`config.mk`:
```
export PLATFORM = sky130hd
export DESIGN_NAME = pmwd_iir
export DESIGN_NICKNAME = d
export VERILOG_FILES = /design/src/hdl/pmwd_pkg.sv /design/src/hdl/pmwd_iir.sv
export SDC_FILE = /design/constraint.sdc
export NUM_CORES = 2
export LEC_CHECK = 0
export BUFFER_PORTS_ARGS = -buffer_cell sky130_fd_sc_hd__buf_2
export CORE_MARGIN = 1
export CORE_UTILIZATION = 60
export CTS_BUF_LIST = sky130_fd_sc_hd__clkbuf_4
export DETAILED_ROUTE_END_ITERATION = 7
export HOLD_SLACK_MARGIN = 0.08
export PLACE_DENSITY = 0.87
export SYNTH_ARGS = -nofsm -noshare
export SYNTH_HDL_FRONTEND = slang
export SYNTH_SLANG_ARGS = --single-unit
```
`constraint.sdc`:
```
create_clock -name i_clk -period 17.7 [get_ports i_clk]
set_clock_uncertainty 0.15 [all_clocks]
set_input_delay 2.655 -clock i_clk [delete_from_list [all_inputs] [get_ports i_clk]]
set_output_delay 2.655 -clock i_clk [all_outputs]
set_load 0.01 [all_outputs]
```
`src/hdl/pmwd_pkg.sv`:
```
// Shared constants, types and configuration codes of the PIR motion window detector.
`timescale 1ns / 1ps

package pmwd_pkg;

    localparam int MAX_WINDOW_DEF  = 128;
    localparam int SAMPLE_BITS_DEF = 14;

    localparam int Y_W       = 24;
    localparam int ACC_W     = 48;
    localparam int FB_W      = 22;
    localparam int GAIN_W    = 21;
    localparam int COEF_FRAC = 20;
    localparam int IN_SHIFT  = 8;

    localparam int LIMIT_W   = 16;
    localparam int MINX_W    = 8;
    localparam int WLEN_W    = 8;
    localparam int HOLD_W    = 12;

    localparam int CFG_IDX_W  = 8;
    localparam int CFG_DATA_W = 16;

    localparam logic [LIMIT_W-1:0] LIMIT_RST = LIMIT_W'(896);
    localparam logic [MINX_W-1:0]  MINX_RST  = MINX_W'(3);
    localparam logic [WLEN_W-1:0]  WLEN_RST  = WLEN_W'(100);
    localparam logic [HOLD_W-1:0]  HOLD_RST  = HOLD_W'(292);

    localparam logic signed [GAIN_W-1:0] INV_GAIN_Q20 = 21'sd352278;

    localparam logic signed [FB_W-1:0] FB_COEF [6] = '{
        22'sd1754613, -22'sd140310, -22'sd383847,
        -22'sd530427, 22'sd231766, 22'sd114238
    };

    localparam logic signed [ACC_W-1:0] ROUND_HALF = ACC_W'(524288);
    localparam logic signed [ACC_W-1:0] ACC_Y_MAX  = ACC_W'(8388607);
    localparam logic signed [ACC_W-1:0] ACC_Y_MIN  = ACC_W'(-8388608);
    localparam logic signed [Y_W-1:0]   Y_MAX      = 24'sh7FFFFF;
    localparam logic signed [Y_W-1:0]   Y_MIN      = 24'sh800000;

    typedef enum logic [CFG_IDX_W-1:0] {
        CFG_LIMIT      = 8'd0,
        CFG_MIN_CROSS  = 8'd1,
        CFG_WINDOW_LEN = 8'd2,
        CFG_HOLDOFF    = 8'd3
    } t_cfg_idx;

    typedef struct packed {
        logic [LIMIT_W-1:0] limit;
        logic [MINX_W-1:0]  min_cross;
        logic [WLEN_W-1:0]  win_len;
        logic [HOLD_W-1:0]  holdoff;
        logic               restart;
    } t_cfg;

endpackage

```
`src/hdl/pmwd_iir.sv`:
```
// Two-stage fixed-point bandpass filter with input history and transposed feedback state.
`timescale 1ns / 1ps

module pmwd_iir #(
    parameter int SAMPLE_BITS = pmwd_pkg::SAMPLE_BITS_DEF
) (
    input  logic                               i_clk,
    input  logic                               i_rst_n,
    input  logic                               i_in_valid,
    output logic                               o_in_ready,
    input  logic [SAMPLE_BITS-1:0]             i_raw_sample,
    output logic                               o_y_valid,
    input  logic                               i_y_ready,
    output logic signed [pmwd_pkg::Y_W-1:0]    o_y
);

    localparam int XS_W = SAMPLE_BITS + 4;
    localparam int XP_W = XS_W + pmwd_pkg::GAIN_W;

    logic [SAMPLE_BITS-1:0]               r_hist [6];
    logic                                 r_v1;
    logic signed [pmwd_pkg::ACC_W-1:0]    r_xprod;
    logic                                 r_v2;
    logic signed [pmwd_pkg::Y_W-1:0]      r_y;
    logic signed [pmwd_pkg::ACC_W-1:0]    r_z [5];

    logic signed [XS_W-1:0]               w_x0, w_x2, w_x4, w_x6;
    logic signed [XS_W-1:0]               w_da, w_db, w_xsum;
    logic signed [XP_W-1:0]               w_xprod;
    logic signed [pmwd_pkg::ACC_W-1:0]    n_xprod;
    logic signed [pmwd_pkg::ACC_W-1:0]    w_prod [6];
    logic signed [pmwd_pkg::ACC_W-1:0]    w_acc;
    logic signed [pmwd_pkg::ACC_W-1:0]    w_rnd;
    logic signed [pmwd_pkg::Y_W-1:0]      n_y;
    logic signed [pmwd_pkg::ACC_W-1:0]    n_z [5];
    logic                                 w_accept;
    logic                                 w_en2;
    logic                                 w_s2_free;

    assign w_s2_free  = !r_v2 || i_y_ready;
    assign w_en2      = r_v1 && w_s2_free;
    assign o_in_ready = !r_v1 || w_en2;
    assign w_accept   = i_in_valid && o_in_ready;
    assign o_y_valid  = r_v2;
    assign o_y        = r_y;

    always_comb begin
        w_x0   = $signed(XS_W'(i_raw_sample));
        w_x2   = $signed(XS_W'(r_hist[1]));
        w_x4   = $signed(XS_W'(r_hist[3]));
        w_x6   = $signed(XS_W'(r_hist[5]));
        w_da   = w_x0 - w_x6;
        w_db   = w_x4 - w_x2;
        w_xsum = w_da + w_db + (w_db <<< 1);
    end

    assign w_xprod = w_xsum * pmwd_pkg::INV_GAIN_Q20;
    assign n_xprod = pmwd_pkg::ACC_W'(w_xprod) <<< pmwd_pkg::IN_SHIFT;

    always_comb begin
        for (int k = 0; k < 6; k++) begin
            w_prod[k] = pmwd_pkg::FB_COEF[k] * r_y;
        end
        for (int m = 0; m < 4; m++) begin
            n_z[m] = w_prod[m+1] + r_z[m+1];
        end
        n_z[4] = w_prod[5];
        w_acc = r_xprod + w_prod[0] + r_z[0];
        w_rnd = (w_acc + pmwd_pkg::ROUND_HALF) >>> pmwd_pkg::COEF_FRAC;
        if (w_rnd > pmwd_pkg::ACC_Y_MAX) begin
            n_y = pmwd_pkg::Y_MAX;
        end else if (w_rnd < pmwd_pkg::ACC_Y_MIN) begin
            n_y = pmwd_pkg::Y_MIN;
        end else begin
            n_y = w_rnd[pmwd_pkg::Y_W-1:0];
        end
    end

    always_ff @(posedge i_clk) begin
        if (!i_rst_n) begin
            r_v1 <= 1'b0;
            r_v2 <= 1'b0;
            r_y  <= '0;
            for (int k = 0; k < 6; k++) begin
                r_hist[k] <= '0;
            end
            for (int m = 0; m < 5; m++) begin
                r_z[m] <= '0;
            end
        end else begin
            if (w_accept) begin
                r_v1 <= 1'b1;
            end else if (w_en2) begin
                r_v1 <= 1'b0;
            end
            r_v2 <= w_en2 || (r_v2 && !i_y_ready);
            if (w_accept) begin
                r_hist[0] <= i_raw_sample;
                for (int k = 1; k < 6; k++) begin
                    r_hist[k] <= r_hist[k-1];
                end
            end
            if (w_en2) begin
                r_y <= n_y;
                for (int m = 0; m < 5; m++) begin
                    r_z[m] <= n_z[m];
                end
            end
        end
    end

    always_ff @(posedge i_clk) begin
        if (w_accept) begin
            r_xprod <= n_xprod;
        end
    end

endmodule

```
==> parameters.txt <==
Parameter                              Value

Status
  Result of the run ... finished, violations left
  Violations in the final reports ... capacitance limit, slew limit

Yosys
  Area contributors post-synth ... fa_1, ha_1, edfxtp_1
  Synth Area per Inst ... 9.922 um2
  Count of flip-flops with a built-in enable after synthesis ... 350
  Post-synthesis instance total ... 8196
  Top cells by instance count after synthesis ... inv_1, ha_1, fa_1
  Main flop type after synthesis ... edfxtp_1
  Mapped cell area ... 81320 um2
  Proportion of synthesized flip-flops having asynchronous set or reset ... 0%
  Count leader, synth ... inv_1
  Synthesis Warnings ... 0
  Area leader, netlist ... fa_1
  Count of different cell masters after synthesis ... 80
  Fraction of the yosys area taken by sequential cells ... 13.56%
  Synth Register Bits ... 376
  Synth top area share ... 31.88%
  Net count of the mapped netlist ... 10960

Final layout
  Final cell utilization of the core ... 64.04%
  Net count of the finished layout ... 11130
  Fraction of final layout cells with drive strength greater than 1 ... 4.543%
  Area added between synthesis and finish ... 5.489%
  Layout Cells excl Fill ... 10230

Global route
  Global Route Usage Sum ... 40.42%
  Via count of the first global-routing pass ... 64180
  Global-route congestion overflow total ... 0
  Number of antenna violations at the first check in global routing ... 10
  Pin count of the biggest net entering global routing ... 128
  Wire length of the first global-routing pass ... 401000 um

Routing
  Routed length on met1 ... 100200 um
  Starting DRT DRC Count ... 5256
  Vias per cell ... 5.955
  Number of nets with antenna violations after detailed routing ... 0
  DRC Markers ... 0
  Total met2 wirelength after detailed routing ... 119900 um
  Total length of routed met3 wires ... 25910 um
  Total wirelength of the detailed-routed design ... 270400 um
  Wire length per cell after detailed routing ... 26.43 um
  Detailed-routing iteration count for the pre-antenna-repair pass ... 6
  Via count ... 60920
  Top layer reached by signal wires ... met5

Worst setup path
  Arrival time at the worst endpoint ... 13.23 ns
  Data required time at the worst endpoint ... 18.43 ns
  Slowest stage cell on the critical path ... o41ai_1
  Flop-to-flop setup slack ... 5.56 ns
  Crit-path most repeated cell ... inv_1
  Critical Path Sink Type ... register
  Largest driver fanout on the critical path ... 6
  Largest stage delay on the critical path ... 0.77 ns
  CP Class ... input port to register
  Type of origin of the critical path ... input port

Timing
  Clock period minus final worst setup slack ... 12.50 ns
  Achievable frequency ... 80.02 MHz
  Final setup violation count ... 0
  Tcrit/Tclk final ... 70.61%
  Slew at the pin closest to its max-slew limit ... 1.478 ns
  Count of final hold-check violations ... 0
  Worst slew margin ... -1.071%
  Setup repair after global routing missed its margin ... false
  Slew Viols, Final ... 1
  Final total negative setup slack ... 0 ns

Job
  Number of violations of the max-capacitance limit ... 1

Clock network
  Clk pin slew, worst setup/hold paths ... 0.06 ns
  Max clock buf depth ... 3
  # Post-CTS Setup Buffers ... 0
  H-tree Lvls ... 3
  Clock Tree Root ... clkbuf_4
  Clock Latency Late Sink ... 1.20 ns
  Cells resized by post-CTS repair ... 0
  CTS buffer count ... 111
  TritonCTS sink count ... 376
  CTS tree ... yes
  Hold buffer count at cts ... 0

Floorplan
  Starting utilization of the core area ... 60.71%
  Horizontal die dimension ... 370.2 um
  Total I/O pin count ... 44
  Area of the placeable core ... 134000 um2
  Total die area ... 137000 um2
  DIE HEIGHT ... 370.2 um
  Floorplan row count ... 134

Place
  Global placer's final weighted congestion ... 1.068
  I/O Buffers ... 43
  DP Cell Count ... 10020
  Total half-perimeter wirelength after legalization and detailed placement ... 224500 um

Min path
  Kind of path behind the tightest hold check ... register to register
-- state kept, by name, indices dropped and copies added, names as in the netlist --
register   count
r_v1           1
r_hist        84
r_z          230
r_xprod       36
o_y           24
o_y_valid      1
-- cell type report --
| type | instances | area (um2) |
|---|---|---|
| multi-input cells | 5672 | 62280 |
| fillers | 10740 | 48170 |
| flip-flops and latches | 376 | 11040 |
| inverters | 2058 | 7732 |
| well taps | 1768 | 2212 |
| clock buffers | 148 | 1111 |
| repair buffers | 143 | 991.0 |
| clock inverters | 55 | 399.1 |
| diodes | 10 | 25.02 |
-- critical path: cells and delay by family --
family          cells  cell delay [ns]
compound gates     20             4.73
fa+ha+maj          11             4.11
xor+xnor            3             0.76
simple gates        3             0.47
buf+inv             8             0.48
-- path summary, 6_finish.rpt --
kind | from | end | cells past startpoint
setup / recovery | i_raw_sample[0] | r_xprod[42] | 45
hold / removal | o_y[0] | o_y[0] | 2
setup reg to reg | o_y[12] | o_y[5] | 39
hold reg to reg | o_y[0] | o_y[0] | 2
-- cell usage in the layout (no fill, tap or decap), types with 55 or more instances in the layout --
master,instances
inv_1,2056
ha_1,1452
fa_1,1295
nor2_1,391
a21oi_1,390
edfxtp_1,350
xnor2_1,289
a21o_1,237
nand2_1,216
o21ai_0,187
xor2_1,173
clkbuf_4,148
and2_1,124
buf_4,98
nand3_1,93
nand2b_1,74
nor3_1,71
nor2b_1,63
o21bai_1,63
o21a_1,55
-- metrics by stage --
stage               hold slack, ns  worst slack, ns  cell area (um2)
detailed placement          0.3384            4.132            84250
global route                0.3622            4.579            85780
floorplan                   0.3467            3.518            81320
global placement            0.3253            4.305            84250
finish                      0.3448            5.203            85790
CTS                         0.3460            5.300            85760
-- logic make-up (layout without fill, tap and decap cells) --
kind of cell,Yosys count,count (layout),share of synthesized area [%]
simple gates,1214,1214,7.314
flops,376,376,13.56
buf+inv,2148,2404,9.924
other cells,0,10,0
xor+xnor,466,466,5.036
compound gates,1225,1225,9.694
fa+ha+maj,2747,2747,54.22
mux,20,20,0.2508
-- layer usage --
| layer | vias to the layer above | track usage, % |
|---|---|---|
| met3 | 933 | 10.64 |
| met2 | 2973 | 62.95 |
| met4 | 14 | 28.93 |
| met5 | - | 0 |
| met1 | 30260 | 48.61 |
| li1 | 26740 | - |
Power is not shown: default switching activity piles up to over one toggle a cycle in this logic, so the estimate is an artifact.
