**src/hdl/pmwd_pkg.sv**
```systemverilog
// Shared constants, types and configuration codes of the PIR motion window detector.
`timescale 1ns / 1ps

package pmwd_pkg;

    localparam int MAX_WINDOW_DEF  = 128;
    localparam int SAMPLE_BITS_DEF = 14;

    localparam int Y_W       = 24;
    localparam int ACC_W     = 48;
    localparam int FB_W      = 22;
    localparam int GAIN_W    = 21;
    localparam int COEF_FRAC = 20;
    localparam int IN_SHIFT  = 8;

    localparam int LIMIT_W   = 16;
    localparam int MINX_W    = 8;
    localparam int WLEN_W    = 8;
    localparam int HOLD_W    = 12;

    localparam int CFG_IDX_W  = 8;
    localparam int CFG_DATA_W = 16;

    localparam logic [LIMIT_W-1:0] LIMIT_RST = LIMIT_W'(896);
    localparam logic [MINX_W-1:0]  MINX_RST  = MINX_W'(3);
    localparam logic [WLEN_W-1:0]  WLEN_RST  = WLEN_W'(100);
    localparam logic [HOLD_W-1:0]  HOLD_RST  = HOLD_W'(292);

    localparam logic signed [GAIN_W-1:0] INV_GAIN_Q20 = 21'sd352278;

    localparam logic signed [FB_W-1:0] FB_COEF [6] = '{
        22'sd1754613, -22'sd140310, -22'sd383847,
        -22'sd530427, 22'sd231766, 22'sd114238
    };

    localparam logic signed [ACC_W-1:0] ROUND_HALF = ACC_W'(524288);
    localparam logic signed [ACC_W-1:0] ACC_Y_MAX  = ACC_W'(8388607);
    localparam logic signed [ACC_W-1:0] ACC_Y_MIN  = ACC_W'(-8388608);
    localparam logic signed [Y_W-1:0]   Y_MAX      = 24'sh7FFFFF;
    localparam logic signed [Y_W-1:0]   Y_MIN      = 24'sh800000;

    typedef enum logic [CFG_IDX_W-1:0] {
        CFG_LIMIT      = 8'd0,
        CFG_MIN_CROSS  = 8'd1,
        CFG_WINDOW_LEN = 8'd2,
        CFG_HOLDOFF    = 8'd3
    } t_cfg_idx;

    typedef struct packed {
        logic [LIMIT_W-1:0] limit;
        logic [MINX_W-1:0]  min_cross;
        logic [WLEN_W-1:0]  win_len;
        logic [HOLD_W-1:0]  holdoff;
        logic               restart;
    } t_cfg;

endpackage

```
**src/hdl/pmwd_window.sv**
```systemverilog
// Threshold classification, class ring memory, running counts, holdoff and output register.
`timescale 1ns / 1ps

module pmwd_window #(
    parameter int MAX_WINDOW = pmwd_pkg::MAX_WINDOW_DEF
) (
    input  logic                               i_clk,
    input  logic                               i_rst_n,
    input  pmwd_pkg::t_cfg                     i_cfg,
    input  logic                               i_y_valid,
    output logic                               o_y_ready,
    input  logic signed [pmwd_pkg::Y_W-1:0]    i_y,
    output logic                               o_out_valid,
    input  logic                               i_out_ready,
    output logic signed [pmwd_pkg::Y_W-1:0]    o_filtered_q8,
    output logic                               o_presence,
    output logic                               o_decided
);

    localparam int IDX_W = $clog2(MAX_WINDOW);
    localparam int LEN_W = $clog2(MAX_WINDOW + 1);

    typedef enum logic [1:0] {
        CLS_NONE,
        CLS_POS,
        CLS_NEG
    } t_cls;

    t_cls                              r_mem [MAX_WINDOW];
    t_cls                              r_rdata;
    logic                              r_v3;
    logic signed [pmwd_pkg::Y_W-1:0]   r_y3;
    t_cls                              r_cls3;
    logic                              r_ov;
    logic signed [pmwd_pkg::Y_W-1:0]   r_filt;
    logic                              r_pres;
    logic                              r_dec;
    logic [IDX_W-1:0]                  r_widx;
    logic [LEN_W-1:0]                  r_fill;
    logic [LEN_W-1:0]                  r_pos;
    logic [LEN_W-1:0]                  r_neg;
    logic [pmwd_pkg::HOLD_W-1:0]       r_hold;

    logic [IDX_W-1:0]                  n_widx;
    logic [LEN_W-1:0]                  n_fill;
    logic [LEN_W-1:0]                  n_pos;
    logic [LEN_W-1:0]                  n_neg;
    logic [pmwd_pkg::HOLD_W-1:0]       n_hold;
    logic [LEN_W-1:0]                  w_len;
    logic signed [pmwd_pkg::Y_W-1:0]   w_lim;
    t_cls                              w_cls;
    logic                              w_wr_en;
    logic                              w_pres;
    logic                              w_dec;
    logic                              w_out_free;
    logic                              w_en_out;
    logic                              w_en3;

    assign w_out_free  = !r_ov || i_out_ready;
    assign w_en_out    = r_v3 && w_out_free;
    assign o_y_ready   = !r_v3 || w_en_out;
    assign w_en3       = i_y_valid && o_y_ready;
    assign o_out_valid = r_ov;
    assign o_filtered_q8 = r_filt;
    assign o_presence  = r_pres;
    assign o_decided   = r_dec;

    always_comb begin
        if (i_cfg.win_len == '0) begin
            w_len = LEN_W'(1);
        end else if (int'(i_cfg.win_len) > MAX_WINDOW) begin
            w_len = LEN_W'(MAX_WINDOW);
        end else begin
            w_len = LEN_W'(i_cfg.win_len);
        end
    end

    always_comb begin
        w_lim = $signed(pmwd_pkg::Y_W'(i_cfg.limit));
        if (i_y > w_lim) begin
            w_cls = CLS_POS;
        end else if (i_y < -w_lim) begin
            w_cls = CLS_NEG;
        end else begin
            w_cls = CLS_NONE;
        end
    end

    always_comb begin
        n_widx  = r_widx;
        n_fill  = r_fill;
        n_pos   = r_pos;
        n_neg   = r_neg;
        n_hold  = r_hold;
        w_wr_en = 1'b0;
        w_pres  = 1'b0;
        w_dec   = 1'b0;
        if (w_en_out) begin
            if (r_hold != '0) begin
                n_hold = r_hold - 1'b1;
            end else begin
                w_wr_en = 1'b1;
                if (r_fill >= w_len) begin
                    if (r_rdata == CLS_POS && r_pos != '0) begin
                        n_pos = r_pos - 1'b1;
                    end
                    if (r_rdata == CLS_NEG && r_neg != '0) begin
                        n_neg = r_neg - 1'b1;
                    end
                end else begin
                    n_fill = r_fill + 1'b1;
                end
                if (r_cls3 == CLS_POS) begin
                    n_pos = n_pos + 1'b1;
                end
                if (r_cls3 == CLS_NEG) begin
                    n_neg = n_neg + 1'b1;
                end
                if (LEN_W'(r_widx) + LEN_W'(1) == w_len) begin
                    n_widx = '0;
                end else begin
                    n_widx = r_widx + 1'b1;
                end
                if (n_fill >= w_len) begin
                    w_dec = 1'b1;
                    if (int'(n_pos) >= int'(i_cfg.min_cross) &&
                        int'(n_neg) >= int'(i_cfg.min_cross)) begin
                        w_pres = 1'b1;
                        n_hold = i_cfg.holdoff;
                        n_widx = '0;
                        n_fill = '0;
                        n_pos  = '0;
                        n_neg  = '0;
                    end
                end
            end
        end
        if (i_cfg.restart) begin
            n_widx = '0;
            n_fill = '0;
            n_pos  = '0;
            n_neg  = '0;
        end
    end

    always_ff @(posedge i_clk) begin
        if (w_wr_en) begin
            r_mem[r_widx] <= r_cls3;
        end
        if (w_en3) begin
            if (w_wr_en && r_widx == n_widx) begin
                r_rdata <= r_cls3;
            end else begin
                r_rdata <= r_mem[n_widx];
            end
        end
    end

    always_ff @(posedge i_clk) begin
        if (!i_rst_n) begin
            r_v3   <= 1'b0;
            r_ov   <= 1'b0;
            r_widx <= '0;
            r_fill <= '0;
            r_pos  <= '0;
            r_neg  <= '0;
            r_hold <= '0;
        end else begin
            r_v3   <= w_en3 || (r_v3 && !w_en_out);
            r_ov   <= w_en_out || (r_ov && !i_out_ready);
            r_widx <= n_widx;
            r_fill <= n_fill;
            r_pos  <= n_pos;
            r_neg  <= n_neg;
            r_hold <= n_hold;
        end
    end

    always_ff @(posedge i_clk) begin
        if (w_en3) begin
            r_y3   <= i_y;
            r_cls3 <= w_cls;
        end
        if (w_en_out) begin
            r_filt <= r_y3;
            r_pres <= w_pres;
            r_dec  <= w_dec;
        end
    end

endmodule

```
**config.mk**
```make
export PLATFORM = sky130hd
export DESIGN_NAME = pmwd_window
export DESIGN_NICKNAME = d
export VERILOG_FILES = /design/src/hdl/pmwd_pkg.sv /design/src/hdl/pmwd_window.sv
export SDC_FILE = /design/constraint.sdc
export NUM_CORES = 1
export LEC_CHECK = 0
export BUFFER_PORTS_ARGS = -buffer_cell sky130_fd_sc_hd__buf_2
export CAP_MARGIN = 20
export CORE_AREA = 2 2 276 278
export DETAILED_ROUTE_END_ITERATION = 10
export DIE_AREA = 0 0 278 280
export PLACE_DENSITY = 0.49
export SYNTH_ARGS = -nofsm -noshare
export SYNTH_HDL_FRONTEND = slang
export SYNTH_SLANG_ARGS = --single-unit
export TNS_END_PERCENT = 5
```
**constraint.sdc**
```tcl
create_clock -name i_clk -period 10.7 [get_ports i_clk]
set_input_delay 1.07 -clock i_clk [delete_from_list [all_inputs] [get_ports i_clk]]
set_output_delay 1.07 -clock i_clk [all_outputs]
set_load 0.1 [all_outputs]
```
==> flow_metrics.tcl <==
set metrics [dict create \
    status "finished, final reports clean" \
    nets 1965 \
    finalCritPeriodShare 0.8280 \
    min_to "o_filtered_q8[8]$_DFFE_PP_" \
    tightestPinTransition_ps 1143 \
    fin_worst_skew_ps 13.95 \
    use_met1 0.1926 \
    cp.required_ps 11140 \
    end_kind "flop" \
    dr.pass1.iters 5 \
    hold_violations 0 \
    yosysSeqAreaShare 0.5501 \
    detail-route-antenna-nets 0 \
    clockRootBuffer "clkbuf_16" \
    postCtsSetupRepairBufs 0 \
    port_buffers 100 \
    dieArea_mm2 0.07784 \
    cp_max_fo 19 \
    antenna_found_initial 2 \
    hold_path.startpoint "r_y3[8]$_DFFE_PP_" \
    syn_avg_cell_area_um2 10.70 \
    hpwlAfterDp_um 38920 \
    dr_total_vias 14350 \
    pin_count 101 \
    grt_usage 0.1464 \
    setup_ws_ps 1841 \
    clk_pin_slew_ps 60 \
    start_util 0.2468 \
    setup_viol 0 \
    synth_edf_count 310 \
    crit_top_cell "a21o_1" \
    avgViaCountPerCell 5.083 \
    cts_resized 0 \
    path_class "input pin to flop" \
    cts-buffers-inserted 40 \
    slowest_delay_ps 800 \
    layout-drive-gt1-share 0.1319 \
    post-route-drc-count 0 \
    power_density_mw_per_mm2 189.9 \
    tritoncts "built" \
    rows 101 \
    fmax_mhz 112.9 \
    grt_use_met2 0.2435 \
    grt_pass1_wl_um 87390 \
    wirelength_um 58210 \
    relSlewSlack 0.2365 \
    reg2reg_depth 26 \
    period_minus_slack_ps 8859 \
    synthArstFlopShare 0 \
    crit_arrival_ps 9300 \
    cts_buffer_depth 3 \
    placed_area_mm2 0.02020 \
    worstReg2RegEnd "r_rdata[0]$_DFFE_PP_" \
    final_max_slew_viol_count 0 \
    regToRegStartpoint "r_fill[0]$_SDFFE_PP0P_" \
    vdd_ir_drop_max_mv 0.1905 \
    synthCells 1735 \
    post-route-cell-area_mm2 0.02156 \
    ys_types 81 \
    clock_sinks 355 \
    setup_tns_ps 0 \
    clock_latency_ps 560 \
    min_delay_path_depth 0 \
    ys_seq_elements 355 \
    ys.flop_type "edfxtp_1" \
    whs_ps 417.4 \
    die_y_um 280 \
    core_mm2 0.07519 \
    rsz0062_at_grt "false" \
    grt_pass1_vias 14120 \
    syn-num-nets 1889 \
    cpMaxStageDelayCell "a21o_1" \
    drt_iter0_drc 1323 \
    r2r_setup_slack_ps 2680 \
    syn_area_mm2 0.01856 \
    synth_warnings 0 \
    maxCapViolCount 0 \
    htree_num_levels 2 \
    hold_buffers 0 \
    wire_per_inst_um 20.62 \
    die_w_um 278 \
    grtUsageMet3 0.02373 \
    grt_max_degree 88 \
    p_leak_nw 7.433 \
    place_ws_ps 1301 \
    grt_busiest_layer "met2" \
    gp_congestion 0.8743 \
    syn_to_final_growth_pct 16.18 \
    startpoint_type "input pin" \
    worstHoldPathType "flop to flop" \
    overflow 0 \
]
==> cells in the final DEF (no fill, tap or decap), types with 20 or more instances in the layout <==
cell type,instances
nand2_1,163
nand3_1,66
mux2i_1,50
nor3_1,44
nand2b_1,20
nand4_1,26
inv_1,47
buf_2,100
o211ai_1,23
nor4_1,22
edfxtp_1,310
ha_1,81
clkbuf_16,41
o21ai_0,54
nor2_1,245
a21oi_1,60
buf_4,37
dfxtp_1,45
nor2b_1,25
xnor2_1,36
==> stage by stage <==
stage                     utilization  power [mW]  std cells
after detailed placement       0.2686       2.693       2745
after global routing           0.2868       4.283       2823
after CTS                      0.2865       4.125       2819
after floorplan                     -       2.352       1735
final                          0.2868       4.094       2823
after global placement         0.2686       2.684       2745
==> Yosys cell counts (7+ instances only) <==
cell type / instances / area (um^2)
a2111oi_0: 8 / 70.07
or3_1: 18 / 112.6
nor2b_1: 25 / 156.4
a31oi_1: 19 / 118.9
or4_1: 10 / 75.07
nand2b_1: 20 / 125.1
o21ai_0: 54 / 270.3
xor2_1: 17 / 148.9
o211ai_1: 23 / 172.7
nand2_1: 165 / 619.3
mux2_2: 9 / 101.4
dfxtp_1: 45 / 900.9
xnor2_1: 36 / 315.3
a21oi_1: 62 / 310.3
a211oi_1: 19 / 142.6
nand4_1: 26 / 162.7
ha_1: 81 / 1013
nor4_1: 22 / 137.6
nand3_1: 67 / 335.3
o22ai_1: 10 / 62.56
and2_1: 16 / 100.1
nor3_1: 45 / 225.2
edfxtp_1: 310 / 9309
a221oi_1: 11 / 96.34
o21a_1: 12 / 90.09
nor2_1: 247 / 927.1
buf_2: 11 / 55.05
a22oi_1: 13 / 97.59
and3_1: 7 / 43.79
clkbuf_1: 78 / 292.8
a211o_1: 12 / 105.1
buf_1: 10 / 37.54
inv_1: 47 / 176.4
mux2i_1: 50 / 500.5
o31ai_1: 9 / 67.56
a21o_1: 12 / 90.09
==> flip-flops by register name, summed over array words and instances, names as in the netlist <==
signal and flops:
r_mem 256, o_filtered_q8 24, r_y3 24, r_hold 12, r_fill 8, r_neg 8, r_pos 8, r_widx 7
r_cls3 2, r_rdata 2, o_decided 1, o_out_valid 1, o_presence 1, r_v3 1
==> power breakdown <==
| group | internal, mW | switching (mW) | leakage, nW |
|---|---|---|---|
| Sequential | 1.55 | 0.0330 | 3.19 |
| Clock | 0.848 | 0.571 | 0.654 |
| Combinational | 0.335 | 0.760 | 3.59 |
==> logic make-up after synthesis <==
family | Yosys count | synth area share
AND/OR/NAND/NOR | 698 | 0.1769
flip-flops | 355 | 0.5501
AO/OA/AOI/OAI | 336 | 0.1271
buffers and inverters | 152 | 0.03270
adder cells (fa/ha/maj) | 81 | 0.05460
multiplexers | 59 | 0.03243
XOR/XNOR | 54 | 0.02622
==> worst max-delay path by stage <==
| stage | depth (start not counted) | start | endpoint |
|---|---|---|---|
| after floorplan | 30 | i_cfg[16] | r_rdata[0]$_DFFE_PP_ |
| after global placement | 29 | i_cfg[16] | r_rdata[1]$_DFFE_PP_ |
| after detailed placement | 29 | i_cfg[17] | r_rdata[1]$_DFFE_PP_ |
| after CTS | 29 | i_cfg[17] | r_rdata[1]$_DFFE_PP_ |
| after global routing | 29 | i_cfg[17] | r_rdata[1]$_DFFE_PP_ |
| final | 29 | i_cfg[17] | r_rdata[0]$_DFFE_PP_ |
==> metal layers <==
layer | vias up | part of all wire
met5 | - | 0
met4 | 0 | 0.030
met3 | 112 | 0.065
met2 | 514 | 0.47
met1 | 7062 | 0.43
li1 | 6660 | -
==> worst max-delay path, delay by kind of cell <==
kind | cells | cell delay, ps
AO/OA/AOI/OAI | 15 | 4730
adder cells (fa/ha/maj) | 2 | 550
buffers and inverters | 2 | 370
multiplexers | 1 | 330
AND/OR/NAND/NOR | 9 | 2240
==> cell type report <==
| type | instances | area [um^2] |
|---|---|---|
| multi-input cells | 1228 | 7811 |
| inverters | 48 | 180.2 |
| well taps | 978 | 1224 |
| clock inverters | 29 | 306.5 |
| fillers | 7757 | 53630 |
| clock buffers | 45 | 1041 |
| flip-flops and latches | 355 | 10210 |
| repair buffers | 138 | 785.8 |
| diodes | 2 | 5.005 |
No activity file was read; power rests on OpenSTA's default activity.
